===== src/rtl/btd_pkg.sv =====
package btd_pkg;

  localparam logic [7:0] LEAD_LO   = 8'hC2;
  localparam logic [7:0] LEAD_HI   = 8'hC5;
  localparam logic [7:0] CONT_LO   = 8'h80;
  localparam logic [7:0] CONT_HI   = 8'hBF;
  localparam logic [7:0] C3_OFS    = 8'h40;
  localparam logic [7:0] C4_SPLIT  = 8'hA0;
  localparam logic [7:0] C4_GAP    = 8'hA1;
  localparam logic [7:0] C4_GAP_B  = 8'h7F;
  localparam logic [7:0] C4_OFS_HI = 8'h22;
  localparam logic [7:0] C5_B0     = 8'h9E;
  localparam logic [7:0] C5_B1     = 8'h9F;
  localparam logic [7:0] C5_B2     = 8'hA0;
  localparam logic [7:0] C5_B3     = 8'hAD;

  // lead selector: held lead minus C2
  localparam logic [1:0] SEL_C2 = 2'd0;
  localparam logic [1:0] SEL_C3 = 2'd1;
  localparam logic [1:0] SEL_C4 = 2'd2;
  localparam logic [1:0] SEL_C5 = 2'd3;

  typedef struct packed {
    logic [7:0] data;
    logic       run_last;
    logic       msg_end;
  } btd_res_t;

  typedef struct packed {
    logic [1:0] cnt;
    btd_res_t   res0;
    btd_res_t   res1;
    logic       pend_nxt;
    logic [1:0] held_nxt;
  } btd_dec_t;

  // returns {valid, raw byte} for a lead selector and continuation byte
  function automatic logic [8:0] pair_map(input logic [1:0] sel, input logic [7:0] nc);
    logic       ok;
    logic [7:0] b;
    begin
      ok = (nc >= CONT_LO) && (nc <= CONT_HI);
      b  = nc;
      case (sel)
        SEL_C2: b = nc;
        SEL_C3: b = nc + C3_OFS;
        SEL_C4: begin
          if (nc <= C4_SPLIT) begin
            b = nc - CONT_LO;
          end else if (nc == C4_GAP) begin
            b = C4_GAP_B;
          end else begin
            b = nc - C4_OFS_HI;
          end
        end
        SEL_C5: begin
          case (nc[1:0])
            2'd0:    b = C5_B0;
            2'd1:    b = C5_B1;
            2'd2:    b = C5_B2;
            default: b = C5_B3;
          endcase
          ok = ok && (nc[7:2] == CONT_LO[7:2]);
        end
        default: b = nc;
      endcase
      pair_map = {ok, b};
    end
  endfunction

endpackage


===== src/rtl/byte_level_token_text_decoder.sv =====
// channel | direction | handshake           | payload
// in      | input     | in_valid / in_stall   | in_byte, in_msg_last
// out     | output    | out_valid / out_stall | out_byte, out_run_last, out_msg_end
//
// One input byte per cycle while in_stall is low.
// Decode runs in one pass from the input register into a 4-entry result queue.
// A byte that yields two results writes both into the queue; the queue absorbs them.
// Input stalls only while the queue holds more than two results.
// rst_n (synchronous) clears the held lead, the input stage and the queue.
module byte_level_token_text_decoder (
  input  logic       clk,
  input  logic       rst_n,
  input  logic       in_valid,
  output logic       in_stall,
  input  logic [7:0] in_byte,
  input  logic       in_msg_last,
  output logic       out_valid,
  input  logic       out_stall,
  output logic [7:0] out_byte,
  output logic       out_run_last,
  output logic       out_msg_end
);
  import btd_pkg::*;

  logic       stg_v_r, stg_v_nxt;
  logic [7:0] stg_data_r;
  logic       stg_last_r;
  logic       pend_r;
  logic [1:0] held_r;
  logic [1:0] wr_ptr_r, rd_ptr_r;
  logic [2:0] cnt_r, cnt_nxt;
  btd_res_t   q_r [4];
  btd_dec_t   dec;
  logic       room;
  logic       go;
  logic       in_xfer;
  logic       pop;
  logic [1:0] push_n;

  btd_decode u_dec (
    .in_data (stg_data_r),
    .in_last (stg_last_r),
    .pend    (pend_r),
    .held    (held_r),
    .dec     (dec)
  );

  assign room     = (cnt_r <= 3'd2);
  assign go       = stg_v_r && room;
  assign in_stall = stg_v_r && !room;
  assign in_xfer  = in_valid && !in_stall;
  assign pop      = out_valid && !out_stall;
  assign push_n   = go ? dec.cnt : 2'd0;

  always_comb begin
    stg_v_nxt = stg_v_r;
    if (in_xfer) begin
      stg_v_nxt = 1'b1;
    end else if (go) begin
      stg_v_nxt = 1'b0;
    end
    cnt_nxt = cnt_r + {1'b0, push_n} - {2'd0, pop};
  end

  always_ff @(posedge clk) begin
    if (!rst_n) begin
      stg_v_r  <= 1'b0;
      pend_r   <= 1'b0;
      held_r   <= 2'd0;
      wr_ptr_r <= 2'd0;
      rd_ptr_r <= 2'd0;
      cnt_r    <= 3'd0;
    end else begin
      stg_v_r  <= stg_v_nxt;
      cnt_r    <= cnt_nxt;
      wr_ptr_r <= wr_ptr_r + push_n;
      rd_ptr_r <= rd_ptr_r + {1'b0, pop};
      if (go) begin
        pend_r <= dec.pend_nxt;
        held_r <= dec.held_nxt;
      end
    end
  end

  always_ff @(posedge clk) begin
    if (in_xfer) begin
      stg_data_r <= in_byte;
      stg_last_r <= in_msg_last;
    end
    if (push_n != 2'd0) begin
      q_r[wr_ptr_r] <= dec.res0;
    end
    if (push_n == 2'd2) begin
      q_r[wr_ptr_r + 2'd1] <= dec.res1;
    end
  end

  assign out_valid    = (cnt_r != 3'd0);
  assign out_byte     = q_r[rd_ptr_r].data;
  assign out_run_last = q_r[rd_ptr_r].run_last;
  assign out_msg_end  = q_r[rd_ptr_r].msg_end;

endmodule


===== src/rtl/btd_decode.sv =====
module btd_decode (
  input  logic              [7:0] in_data,
  input  logic                    in_last,
  input  logic                    pend,
  input  logic              [1:0] held,
  output btd_pkg::btd_dec_t       dec
);
  import btd_pkg::*;

  logic [8:0] pm;
  logic       is_lead;

  always_comb begin
    pm      = pair_map(held, in_data);
    is_lead = (in_data inside {[LEAD_LO:LEAD_HI]}) && !in_last;

    dec          = '0;
    dec.pend_nxt = pend;
    dec.held_nxt = held;

    if (pend && pm[8]) begin
      dec.cnt      = 2'd1;
      dec.res0     = '{data: pm[7:0], run_last: 1'b1, msg_end: in_last};
      dec.pend_nxt = 1'b0;
    end else if (pend) begin
      // held lead goes out as is, current byte handled afresh
      dec.res0.data = LEAD_LO + {6'd0, held};
      if (is_lead) begin
        dec.cnt           = 2'd1;
        dec.res0.run_last = 1'b1;
        dec.held_nxt      = in_data[1:0] - LEAD_LO[1:0];
      end else begin
        dec.cnt      = 2'd2;
        dec.res1     = '{data: in_data, run_last: 1'b1, msg_end: in_last};
        dec.pend_nxt = 1'b0;
      end
    end else if (is_lead) begin
      dec.pend_nxt = 1'b1;
      dec.held_nxt = in_data[1:0] - LEAD_LO[1:0];
    end else begin
      dec.cnt  = 2'd1;
      dec.res0 = '{data: in_data, run_last: 1'b1, msg_end: in_last};
    end
  end

endmodule


===== config.mk =====
export PLATFORM = sky130hd
export DESIGN_NAME = byte_level_token_text_decoder
export DESIGN_NICKNAME = d
export VERILOG_FILES = /design/src/rtl/btd_pkg.sv /design/src/rtl/byte_level_token_text_decoder.sv /design/src/rtl/btd_decode.sv
export SDC_FILE = /design/constraint.sdc
export NUM_CORES = 1
export LEC_CHECK = 0
export BUFFER_PORTS_ARGS = -buffer_cell sky130_fd_sc_hd__buf_2
export CAP_MARGIN = 20
export CORE_UTILIZATION = 40
export DETAILED_ROUTE_END_ITERATION = 10
export HOLD_SLACK_MARGIN = 0.03
export SYNTH_ARGS = -nofsm -noshare
export SYNTH_HDL_FRONTEND = slang
export SYNTH_SLANG_ARGS = --single-unit

===== constraint.sdc =====
create_clock -name clk -period 4.65 [get_ports clk]
set_clock_uncertainty 0.05 [all_clocks]
set_input_delay 0 -clock clk [delete_from_list [all_inputs] [get_ports clk]]
set_output_delay 0 -clock clk [all_outputs]
set_load 0.005 [all_outputs]

# == Word level (Yosys, flattened, before mapping) ==
# Memory sizes are Yosys's and may differ from the RTL's. A register that Yosys moved wholly into a read port is not among the register bits.
# Cells that the tools add are included.
# totals
ff_bits,20
mem_bits_rw,40
elab_cells,79
n_memories,1
# memory_table
memory,words,word_bits,rd,rd_ports_with_merged_regs,wr,line,text
q_r,4,10,1,1,2,byte_level_token_text_decoder.sv:32,btd_res_t q_r [4];
# classes
addsub,10
order_cmp,6
eq_ne,8
mux,26
n_bitwise,1
n_reduce_logical,19
# ops
operator,count
2-to-1 mux 11 bit,3
one-hot mux 8 bit (4 select lines),1
"less-or-equal comparator 8 bit, second input constant",3
2-to-1 mux 10 bit,2
one-hot mux 6 bit (3 select lines),1
"greater-or-equal comparator 8 bit, second input constant",2
2-to-1 mux 8 bit,2
2-to-1 mux 12 bit,1
2-to-1 mux 1 bit,10
logical AND 1 bit,9
"adder 7 x 3 -> 8 bit, first input constant",1
"adder 8 x 7 -> 8 bit, second input constant",1
"== test 2 bit, second input constant",4
"== test 8 bit, second input constant",1
2-to-1 mux 2 bit,4
"subtractor 8 x 6 -> 8 bit, second input constant",1
"subtractor 8 bit, second input constant",1
"== test 6 bit, second input constant",1
2-to-1 mux 3 bit,2
"== test 2 x 1 -> 1 bit, second input constant",2
zero test 1 bit,4
zero test 2 bit,2
nonzero test 2 bit,2
adder 3 x 2 -> 3 bit,1
9 further kinds,9

# == Longest topological paths before layout ==
# Gate-level depths: netlist (run 1).
# logic_depth
depth_word,10
depth_mapped,16
ltp_nobuf,15

# == Cells and area by module ==
# From an unflattened synthesis (run 1), not the netlist that was laid out.
# hier_totals
cells_unflattened,293
hier_area_um2,3583.4
# modules_own_cells
mod,n_inst,cells_per_inst,area_per_inst_um2,seq_area_each_um2
byte_level_token_text_decoder,1,181,2869.0,1691.6
btd_decode,1,112,714.4,0.0

# == Worst setup path after synthesis (run 1) ==
# OpenSTA, ideal clock, no wires.
# synth_timing
path_type,register to register
from,register stg_data_r[4]
to,memory q_r[3][0] (netlist name) (enable)
setup_ns,0.392
t_arrival_ns,2.826
slack_ns,1.382
stages_incl_launch_ff,10
path_buffers,1
period_less_slack_ns,3.268
cell_sequence,edfxtp_1 > buf_6 > nor3_4 > nand4b_1 > nor2_2 > inv_1 > ha_1 > a21oi_2 > mux2i_1 > nor3b_1
# synth_lines
element,line,text
"start, declared",byte_level_token_text_decoder.sv:26,logic [7:0] stg_data_r;
"start signal, assigned",byte_level_token_text_decoder.sv:87,stg_data_r <= in_byte;
"end, declared",byte_level_token_text_decoder.sv:32,

# == Final worst setup path (run 1) ==
# layout_timing
from,register stg_data_r[5]
to,register cnt_r[2]
# layout_via
elab_chain_cells,9
elab_cells_between_ends,18
# layout_lines
element,line,text
"greater-or-equal comparator 8 bit, or another cell as far along",btd_decode.sv:15,is_lead = (in_data inside {[LEAD_LO:LEAD_HI]}) && !in_last;
logical AND 1 bit (on tied branches),"btd_decode.sv:15, btd_pkg.sv:42",
logical AND 1 bit (on tied branches),"btd_decode.sv:15, btd_pkg.sv:63",
"2-to-1 mux 11 bit, or another cell as far along",btd_decode.sv:37,end else if (is_lead) begin
2-to-1 mux 11 bit / logical AND 1 bit (equally long branches),"btd_decode.sv:25, btd_decode.sv:21",
2-to-1 mux 12 bit *,btd_decode.sv:21,if (pend && pm[8]) begin
2-to-1 mux 2 bit *,byte_level_token_text_decoder.sv:53,assign push_n = go ? dec.cnt : 2'd0;
adder 3 x 2 -> 3 bit *,byte_level_token_text_decoder.sv:62,"cnt_nxt = cnt_r + {1'b0, push_n} - {2'd0, pop};"
subtractor 3 x 1 -> 3 bit *,byte_level_token_text_decoder.sv:62,
"end signal, assigned",byte_level_token_text_decoder.sv:75,cnt_r <= cnt_nxt;
"end, declared",byte_level_token_text_decoder.sv:31,"logic [2:0] cnt_r, cnt_nxt;"
# Every way passes the cells marked *; elsewhere a longest branch is shown, timed or not.
# A chain may end at the register's enable or synchronous reset.

==> out/metrics.csv, run 1 <==
metric,value,unit
outcome,completed,
timing.max_cap.violations,0,
yosys_register_bits,60,
num-nets-final,377,
finish.utilization,47.4,%
share_seq_of_total_power,44.8,%
routed_wire_length_per_instance,16.9,um
grt_max_degree,16,
synth-seq-area-share,47.6,%
dieWidth,96.3,um
post-route-min-period,3.65,ns
holdPathStages,4,
y_dimension_of_the_die,96.3,um
power_density,378,mW/mm2
cts_h_tree_depth,3,
n_antenna_cell,0,
p_comb_share,19.7,%
cts.reportedPaths.clkPinSlew,0.07,ns
fin_hold_ws,0.147,ns
netlist_area,0.00356,mm2
cts.hold.buffers_added,12,
tightestPinTransition,0.792,ns
min_period_over_period,78.6,%
worst_hold_startpoint,out_stall,
timing.rr.start,stg_data_r[5],
placeableCoreArea,0.00868,mm2
areaGrowthSynthToFinish,15.5,%
crit_path_start_kind,flip-flop,
rr_endpoint,cnt_r[2],
timing.critical_path.required,4.84,ns
syn_nets,340,
postSynth.topFlopCell,sky130_fd_sc_hd__edfxtp_1,
place_hpwl,5.63,mm
asyncSetResetFlopFracSynth,0,%
internal-power,1.15,mW
cts_buffer_depth,2,
design_power_total,1.56,mW
cts_post_setup_buffers_inserted,0,
fmax,274,MHz
critPathCaptureType,flip-flop,
hold_viol,0,
floorplan.initialDensity,41.0,%
timing_worst_setup_path_type,flip-flop to flip-flop,
grt_setup_unrepaired,false,
detail_route.wirelength,7.86,mm
portBuffers,24,
globalRouteTotalUtil,18.5,%
cts_resized,0,
synth_enable_flop_cells,49,
critical_path.max_fanout,13,
worst_ir_drop_vdd,234,uV
final_cell_count_no_fill,466,
ys_types,62,
tritoncts_clock_tree,built,
fp.dieArea,0.00927,mm2
first_global_vias,2547,
holdCritPathClass,primary input to flip-flop,
leakage,1.55,nW
postRouteAntennaNets,0,
report.final.setup_viol,0,
drive_above_1_share,19.8,%
whs_endpoint,rd_ptr_r[0],
syn_inst,316,
dr_total_vias,2581,
setup_tns,0,ns
rr_worst_depth,15,
syn-mean-instance-area,11.3,um2
grt_first_pass_wirelength,12.4,mm
power.switching,0.400,mW
place.detailed.instances,438,
drc,0,
worst_skew_pair.late_latency,0.34,ns
finalWeightedCongestion,0.929,
clock_sinks,60,
i_o_pin_count,25,
pwr-share-clk,35.5,%
max-slew-margin-rel,47.1,%
num_rows,34,
antenna_found_initial,0,
overflow,0,
clk_root_buffer_cell,sky130_fd_sc_hd__clkbuf_8,
maxSlewViolCount,0,
yosysWarnings,0,
tritoncts.num_buffers,9,
sw_frac_of_total,25.8,%
worst_ep_arrival_time,3.84,ns
regToRegSetupSlack,1.0,ns
route.detailed.vias_per_inst,5.54,
detail_route.first_pass.iterations,4,
drt_iter0_markers,110,
per-stage QoR:
step	setup slack, ns	cell area, um2
floorplan	1.38	3560
global placement	1.11	3760
detailed placement	1.03	3760
CTS	1.01	4110
global route	0.693	4110
finish	0.997	4110
cell families after synthesis:
| group | after synthesis | share of synthesized area [%] |
|---|---|---|
| AND/OR/NAND/NOR | 106 | 16.0 |
| AO/OA/AOI/OAI | 74 | 14.9 |
| flip-flops | 60 | 47.6 |
| buffers and inverters | 29 | 4.01 |
| multiplexers | 26 | 10.9 |
| adder cells (fa/ha/maj) | 11 | 4.08 |
| XOR/XNOR | 10 | 2.46 |
placed cells by master, fill, tap and decap left out, drive strengths merged, types with 4 or more instances in the layout:
cell,n
nor2b,9
xnor2,8
clkinv,4
nand2,31
nor2,18
edfxtp,49
and2,11
clkbuf,10
a21oi,23
buf,29
a21o,7
dlygate4sd3,12
mux2i,16
nand3,11
inv,13
nor3,6
ha,10
a31oi,5
o21ai,17
nor3b,4
mux4,10
dfxtp,11
metal layers:
metal | up-vias | GRT usage, % | routed length (um)
li1 | 1252 | - | -
met1 | 1228 | 22.7 | 3430
met2 | 91 | 31.1 | 3740
met4 | 0 | 7.48 | 140
met5 | - | 0 | 0
met3 | 10 | 4.50 | 538
cell type report:
class	instances	area, um2
clock buffer	10	128
sequential	60	1690
tap	108	135
fill	826	4570
timing repair buffer	41	278
clock inverter	6	103
inverter	14	52.6
multi-input combinational	227	1720
worst max-delay path by stage:
stage / start / slack (ns) / end
5_1_grt: stg_data_r[5] / 0.69 / cnt_r[2]
6_report: stg_data_r[5] / 1.0 / cnt_r[2]
3_3_place_gp: stg_data_r[5] / 1.11 / cnt_r[2]
2_1_floorplan: stg_data_r[4] / 1.38 / q_r[3][0]
4_1_cts: stg_data_r[5] / 1.01 / cnt_r[2]
3_5_place_dp: stg_data_r[5] / 1.03 / cnt_r[2]
critical path, stage by stage, from the launching register on:
cell and delay (ns):
sky130_fd_sc_hd__edfxtp_1 0.59, sky130_fd_sc_hd__nor3_4 0.40, sky130_fd_sc_hd__nand4b_1 0.22, sky130_fd_sc_hd__nor2_2 0.24, sky130_fd_sc_hd__inv_1 0.12, sky130_fd_sc_hd__ha_1 0.32, sky130_fd_sc_hd__a21oi_2 0.30, sky130_fd_sc_hd__nor2_1 0.11
sky130_fd_sc_hd__inv_1 0.07, sky130_fd_sc_hd__ha_1 0.12, sky130_fd_sc_hd__inv_1 0.04, sky130_fd_sc_hd__ha_1 0.18, sky130_fd_sc_hd__fa_1 0.37, sky130_fd_sc_hd__xnor2_1 0.15, sky130_fd_sc_hd__xnor2_1 0.12, sky130_fd_sc_hd__and2_1 0.15
Yosys cell counts, types with 6 or more instances:
library cell               count  area (um2)
sky130_fd_sc_hd__nor2b_1       9        56.3
sky130_fd_sc_hd__inv_1        13        48.8
sky130_fd_sc_hd__mux4_2       10         225
sky130_fd_sc_hd__o21ai_0      13        65.1
sky130_fd_sc_hd__ha_1         10         125
sky130_fd_sc_hd__clkbuf_1      6        22.5
sky130_fd_sc_hd__and2_1       11        68.8
sky130_fd_sc_hd__dfxtp_1      11         220
sky130_fd_sc_hd__a21o_1        6        45.0
sky130_fd_sc_hd__a21oi_1      21         105
sky130_fd_sc_hd__edfxtp_1     49        1470
sky130_fd_sc_hd__nand3_1      11        55.1
sky130_fd_sc_hd__nand2_1      29         109
sky130_fd_sc_hd__mux2i_1      15         150
sky130_fd_sc_hd__nor2_1       16        60.1
sky130_fd_sc_hd__xnor2_1       8        70.1
flip-flops by register name, summed over array words and instances, names as in the netlist:
name	cells
rd_ptr_r	2
q_r	40
wr_ptr_r	2
stg_v_r	1
held_r	2
stg_data_r	8
cnt_r	3
stg_last_r	1
pend_r	1
power groups by stage:
stage | registers, mW | logic [mW] | clock network (mW)
CTS | 0.700 | 0.311 | 0.564
finish | 0.697 | 0.306 | 0.551
floorplan | 0.660 | 0.255 | 0
detailed placement | 0.712 | 0.301 | 0
global route | 0.708 | 0.346 | 0.580
global placement | 0.708 | 0.299 | 0
No activity file was read; power rests on OpenSTA's default activity.
==> run 2: changes to the inputs <==
==> constraint.sdc (replaced) <==
create_clock -name clk -period 3.4 [get_ports clk]
set_clock_uncertainty 0.05 [all_clocks]
set_input_delay 0 -clock clk [delete_from_list [all_inputs] [get_ports clk]]
set_output_delay 0 -clock clk [all_outputs]
set_load 0.005 [all_outputs]
==> out/metrics.csv, run 2 (synthesis gave the netlist of run 1 again) <==
metric,value,unit
globalRouteTotalUtil,20.1,%
placeableCoreArea,0.00868,mm2
num_rows,34,
place_hpwl,5.86,mm
grt_max_degree,16,
detail_route.first_pass.iterations,4,
route.detailed.vias_per_inst,5.50,
design_power_total,2.02,mW
dieWidth,96.3,um
dr_total_vias,2618,
critPathCaptureType,flip-flop,
cts_resized,0,
layout_common_cells,"49 x sky130_fd_sc_hd__edfxtp_1, 29 x sky130_fd_sc_hd__nand2_1, 24 x sky130_fd_sc_hd__buf_2",
antenna_found_initial,0,
overflow,0,
number_of_fillers_in_the_final_layout,842,
clk_root_buffer_cell,sky130_fd_sc_hd__clkbuf_8,
min_period_over_period,92.6,%
portBuffers,24,
tritoncts_clock_tree,built,
grt_setup_unrepaired,false,
fp.dieArea,0.00927,mm2
timing.critical_path.required,3.49,ns
worst_slack,0.250,ns
routed_wire_length_per_instance,17.1,um
leakage,1.58,nW
top_regs,"q_r: 40 flops, stg_data_r: 8 flops, cnt_r: 3 flops",
areaGrowthSynthToFinish,16.6,%
worst_ir_drop_vdd,198,uV
i_o_pin_count,25,
clock_sinks,60,
tritoncts.num_buffers,9,
timing.max_cap.violations,0,
y_dimension_of_the_die,96.3,um
critical_path.top_delay_family,simple AND/OR/NAND/NOR gates,
cts.reportedPaths.clkPinSlew,0.07,ns
setup_tns,0,ns
power_density,488,mW/mm2
multiInputGateArea,0.00172,mm2
postRouteAntennaNets,0,
worst_ep_arrival_time,3.24,ns
finalWeightedCongestion,0.912,
preCtsSetupSlack,0.264,ns
most_numerous_cell_on_the_critical_path,sky130_fd_sc_hd__inv_1,
n_antenna_cell,0,
floorplan.initialDensity,41.0,%
max-slew-margin-rel,50.3,%
maxSlewViolCount,0,
max_flop_register,q_r,
critical_path.max_fanout,8,
regArea,0.00169,mm2
detail_route.wirelength,8.15,mm
outcome,completed,
drive_above_1_share,22.6,%
crit_path_start_kind,flip-flop,
hold_viol,0,
report.final.setup_viol,0,
cells_along_the_critical_path,nor3_4 -> nand4b_1 -> nor2_2 -> inv_1 -> ha_1 -> nor2b_1 -> o2111ai_2 -> inv_1 -> nor2_1 -> nor3b_1,
fmax,317,MHz
drc,0,
post-route-min-period,3.15,ns
cts_buffer_depth,2,
worst_skew_pair.late_latency,0.35,ns
crit_slowest_cell,sky130_fd_sc_hd__edfxtp_1,
cts_h_tree_depth,3,
holdCritPathClass,primary input to flip-flop,
first_global_vias,2609,
largest_register_ffs,40,
grt_first_pass_wirelength,13.4,mm
most_frequent_standard_cell_in_the_layout_excluding_fill_and_tap_cells,sky130_fd_sc_hd__edfxtp_1,
timing_worst_setup_path_type,flip-flop to flip-flop,
worst_path_largest_cell_delay,0.43,ns
drt_iter0_markers,136,
cp.buffers_inverters,2,
tightestPinTransition,0.744,ns
num-nets-final,387,
==> run 2: changes by cell type in the layout (fill, tap and decap cells not counted) <==
cell,before,now
sky130_fd_sc_hd__bufinv_16,3,1
sky130_fd_sc_hd__clkinv_2,1,3
sky130_fd_sc_hd__clkinv_1,3,1
sky130_fd_sc_hd__buf_4,5,15
sky130_fd_sc_hd__clkinvlp_4,0,1
sky130_fd_sc_hd__clkbuf_8,9,10
==> run 2: stage by stage <==
step	std cells	hold slack, ns	utilization, %	area (um2)
floorplan	316	0.0489	-	3560
CTS	475	0.140	47.7	4140
finish	476	0.135	47.8	4150
global placement	447	0.127	44.1	3830
global route	476	0.158	47.8	4150
detailed placement	447	0.128	44.1	3830
==> run 2: worst paths after layout <==
path | start | end | depth (start not counted) | slack, ns
max | stg_data_r[4] | q_r[0][0] | 10 | 0.25
min | out_stall | rd_ptr_r[0] | 4 | 0.14
min reg2reg | cnt_r[2] | cnt_r[2] | 2 | 0.56
max reg2reg | stg_data_r[4] | q_r[0][0] | 10 | 0.25
==> run 2: area by class of cell <==
class                      instances  area share [%]
multi-input combinational        227            41.5
sequential                        60            40.8
timing repair buffer              51            8.50
clock buffer                      11            3.41
tap                              108            3.26
clock inverter                     5            1.27
inverter                          14            1.27
==> run 2: where the power goes <==
group	switching [mW]	internal (mW)	leakage [nW]
combinational	0.202	0.245	0.947
sequential	0.0727	0.863	0.535
clock	0.287	0.354	0.0991
==> run 2: repair_timing <==
action / in CTS / in global routing
hold buffers: 12 / 0
hold endpoints to repair: 20 / 0
setup endpoints to repair: 0 / 1
setup buffers: 0 / 1
==> run 2: routing by layer <==
layer	share of wire, %	track usage, %
met4	2.8	10.2
met3	3.6	5.61
met2	47	30.6
met1	47	26.2
met5	0	0
==> run 2: worst register-to-register path, delay by kind of cell, from the launching register on <==
kind	cells	cell delay (ns)
simple gates	6	1.35
flops	1	0.43
compound gates	1	0.41
buf+inv	2	0.38
fa+ha+maj	1	0.32
==> run 3: changes to the inputs <==
--- a/config.mk
+++ b/config.mk
@@ -10,6 +10,7 @@
 export CORE_UTILIZATION = 40
 export DETAILED_ROUTE_END_ITERATION = 10
 export HOLD_SLACK_MARGIN = 0.03
+export PLACE_DENSITY = 0.59
 export SYNTH_ARGS = -nofsm -noshare
 export SYNTH_HDL_FRONTEND = slang
 export SYNTH_SLANG_ARGS = --single-unit
==> out/metrics.csv, run 3 (synthesis gave the netlist of run 1 again) <==
metric,value,unit
outcome,completed,
setup_tns,0,ns
num_rows,34,
tritoncts.num_buffers,9,
num-nets-final,389,
pwr-share-clk,29.7,%
design_power_total,1.96,mW
route.detailed.vias_per_inst,5.44,
crit_slowest_cell,sky130_fd_sc_hd__edfxtp_1,
timing_worst_setup_path_type,flip-flop to flip-flop,
place_hpwl,5.87,mm
routed_wire_length_per_instance,16.7,um
tritoncts_clock_tree,built,
top_regs,"q_r: 40 flops, stg_data_r: 8 flops, cnt_r: 3 flops",
hold_viol,0,
maxSlewViolCount,0,
holdCritPathClass,primary input to flip-flop,
overflow,0,
sw_frac_of_total,28.2,%
power_density,473,mW/mm2
portBuffers,24,
clock_sinks,60,
report.final.setup_viol,0,
p_comb_share,22.8,%
crit_path_start_kind,flip-flop,
cts.reportedPaths.clkPinSlew,0.07,ns
tightestPinTransition,0.742,ns
fp.dieArea,0.00927,mm2
cp.buffers_inverters,3,
dr_total_vias,2601,
drt_iter0_markers,147,
n_antenna_cell,0,
areaGrowthSynthToFinish,16.7,%
worst_path_largest_cell_delay,0.43,ns
placeableCoreArea,0.00868,mm2
floorplan.initialDensity,41.0,%
first_global_vias,2581,
rr_worst_depth,15,
grt_max_degree,16,
cts_buffer_depth,2,
grt_first_pass_wirelength,13.1,mm
most_frequent_standard_cell_in_the_layout_excluding_fill_and_tap_cells,sky130_fd_sc_hd__edfxtp_1,
critPathCaptureType,flip-flop,
holdPathStages,4,
globalRouteTotalUtil,19.1,%
critical_path_depth,15,
largest_register_ffs,40,
cells_along_the_critical_path,nor3_4 -> nand4b_1 -> nor2_2 -> inv_1 -> ha_1 -> a21oi_2 -> nor2_1 -> inv_1 -> ha_1 -> inv_1 -> ha_1 -> fa_1 -> xnor2_1 -> xnor2_1 -> and2_1,
finalWeightedCongestion,0.929,
layout_common_cells,"49 x sky130_fd_sc_hd__edfxtp_1, 29 x sky130_fd_sc_hd__nand2_1, 24 x sky130_fd_sc_hd__buf_2",
cts_h_tree_depth,3,
grt_setup_unrepaired,false,
cts_resized,0,
detail_route.wirelength,7.96,mm
max-slew-margin-rel,50.4,%
i_o_pin_count,25,
share_seq_of_total_power,47.5,%
drive_above_1_share,23.0,%
max_flop_register,q_r,
postRouteAntennaNets,0,
leakage,1.58,nW
worst_ir_drop_vdd,235,uV
power.switching,0.553,mW
placedInstanceArea,0.00384,mm2
post-route-min-period,3.10,ns
timing.critical_path.required,3.59,ns
worst_ep_arrival_time,3.29,ns
drc,0,
clk_root_buffer_cell,sky130_fd_sc_hd__clkbuf_8,
worst_skew_pair.late_latency,0.34,ns
timing.max_cap.violations,0,
fmax,322,MHz
critical_path.top_delay_family,adder cells,
internal-power,1.41,mW
antenna_found_initial,0,
detail_route.first_pass.iterations,4,
y_dimension_of_the_die,96.3,um
post-route-cell-area,0.00415,mm2
regToRegSetupSlack,0.30,ns
min_period_over_period,91.2,%
critical_path.max_fanout,4,
dieWidth,96.3,um
==> run 3: final cells by class <==
type                       instances  area [um2]
tap                              108         135
sequential                        60        1690
multi-input combinational        227        1720
fill                             838        4530
inverter                          14        52.6
timing repair buffer              53         368
clock inverter                     4        25.0
clock buffer                      12         155
==> run 3: power groups by stage <==
stage	clock, mW	sequential (mW)	combinational [mW]
floorplan	0	0.902	0.348
global placement	0	0.952	0.434
detailed placement	0	0.954	0.439
CTS	0.598	0.938	0.452
global route	0.627	0.947	0.511
finish	0.583	0.933	0.449
==> run 3: worst paths after layout <==
| kind | end | startpoint |
|---|---|---|
| min reg2reg | cnt_r[2] | cnt_r[2] |
| max | cnt_r[2] | stg_data_r[4] |
| max reg2reg | cnt_r[2] | stg_data_r[4] |
| min | rd_ptr_r[0] | out_stall |
==> run 3: tightest hold or removal path, cell delays in order <==
cell and delay (ns):
sky130_fd_sc_hd__buf_2 0.08, sky130_fd_sc_hd__nor2b_1 0.06, sky130_fd_sc_hd__ha_1 0.26, sky130_fd_sc_hd__and2_1 0.11
==> run 3: timing repair <==
item / in CTS / in global routing
setup endpoints to repair: 0 / 1
buffers inserted: 0 / 1
hold buffers: 12 / 0
hold endpoints to repair: 20 / 0
==> run 3: layer usage <==
metal / GRT usage [%] / vias up / share of wire [%]
li1: - / 1274 / -
met1: 25.7 / 1252 / 48
met2: 30.5 / 62 / 47
met3: 4.19 / 13 / 3.1
met4: 6.62 / 0 / 1.9
met5: 0 / - / 0
==> run 3: metrics by stage <==
| step | hold WS [ns] | util, % | instances | setup WS [ns] |
|---|---|---|---|---|
| final | 0.151 | 47.8 | 478 | 0.299 |
| after CTS | 0.141 | 47.7 | 477 | 0.217 |
| after global placement | 0.127 | 44.3 | 449 | 0.341 |
| after floorplan | 0.0489 | - | 316 | 0.132 |
| after detailed placement | 0.128 | 44.3 | 449 | 0.231 |
| after global routing | 0.177 | 47.8 | 478 | 0.0354 |
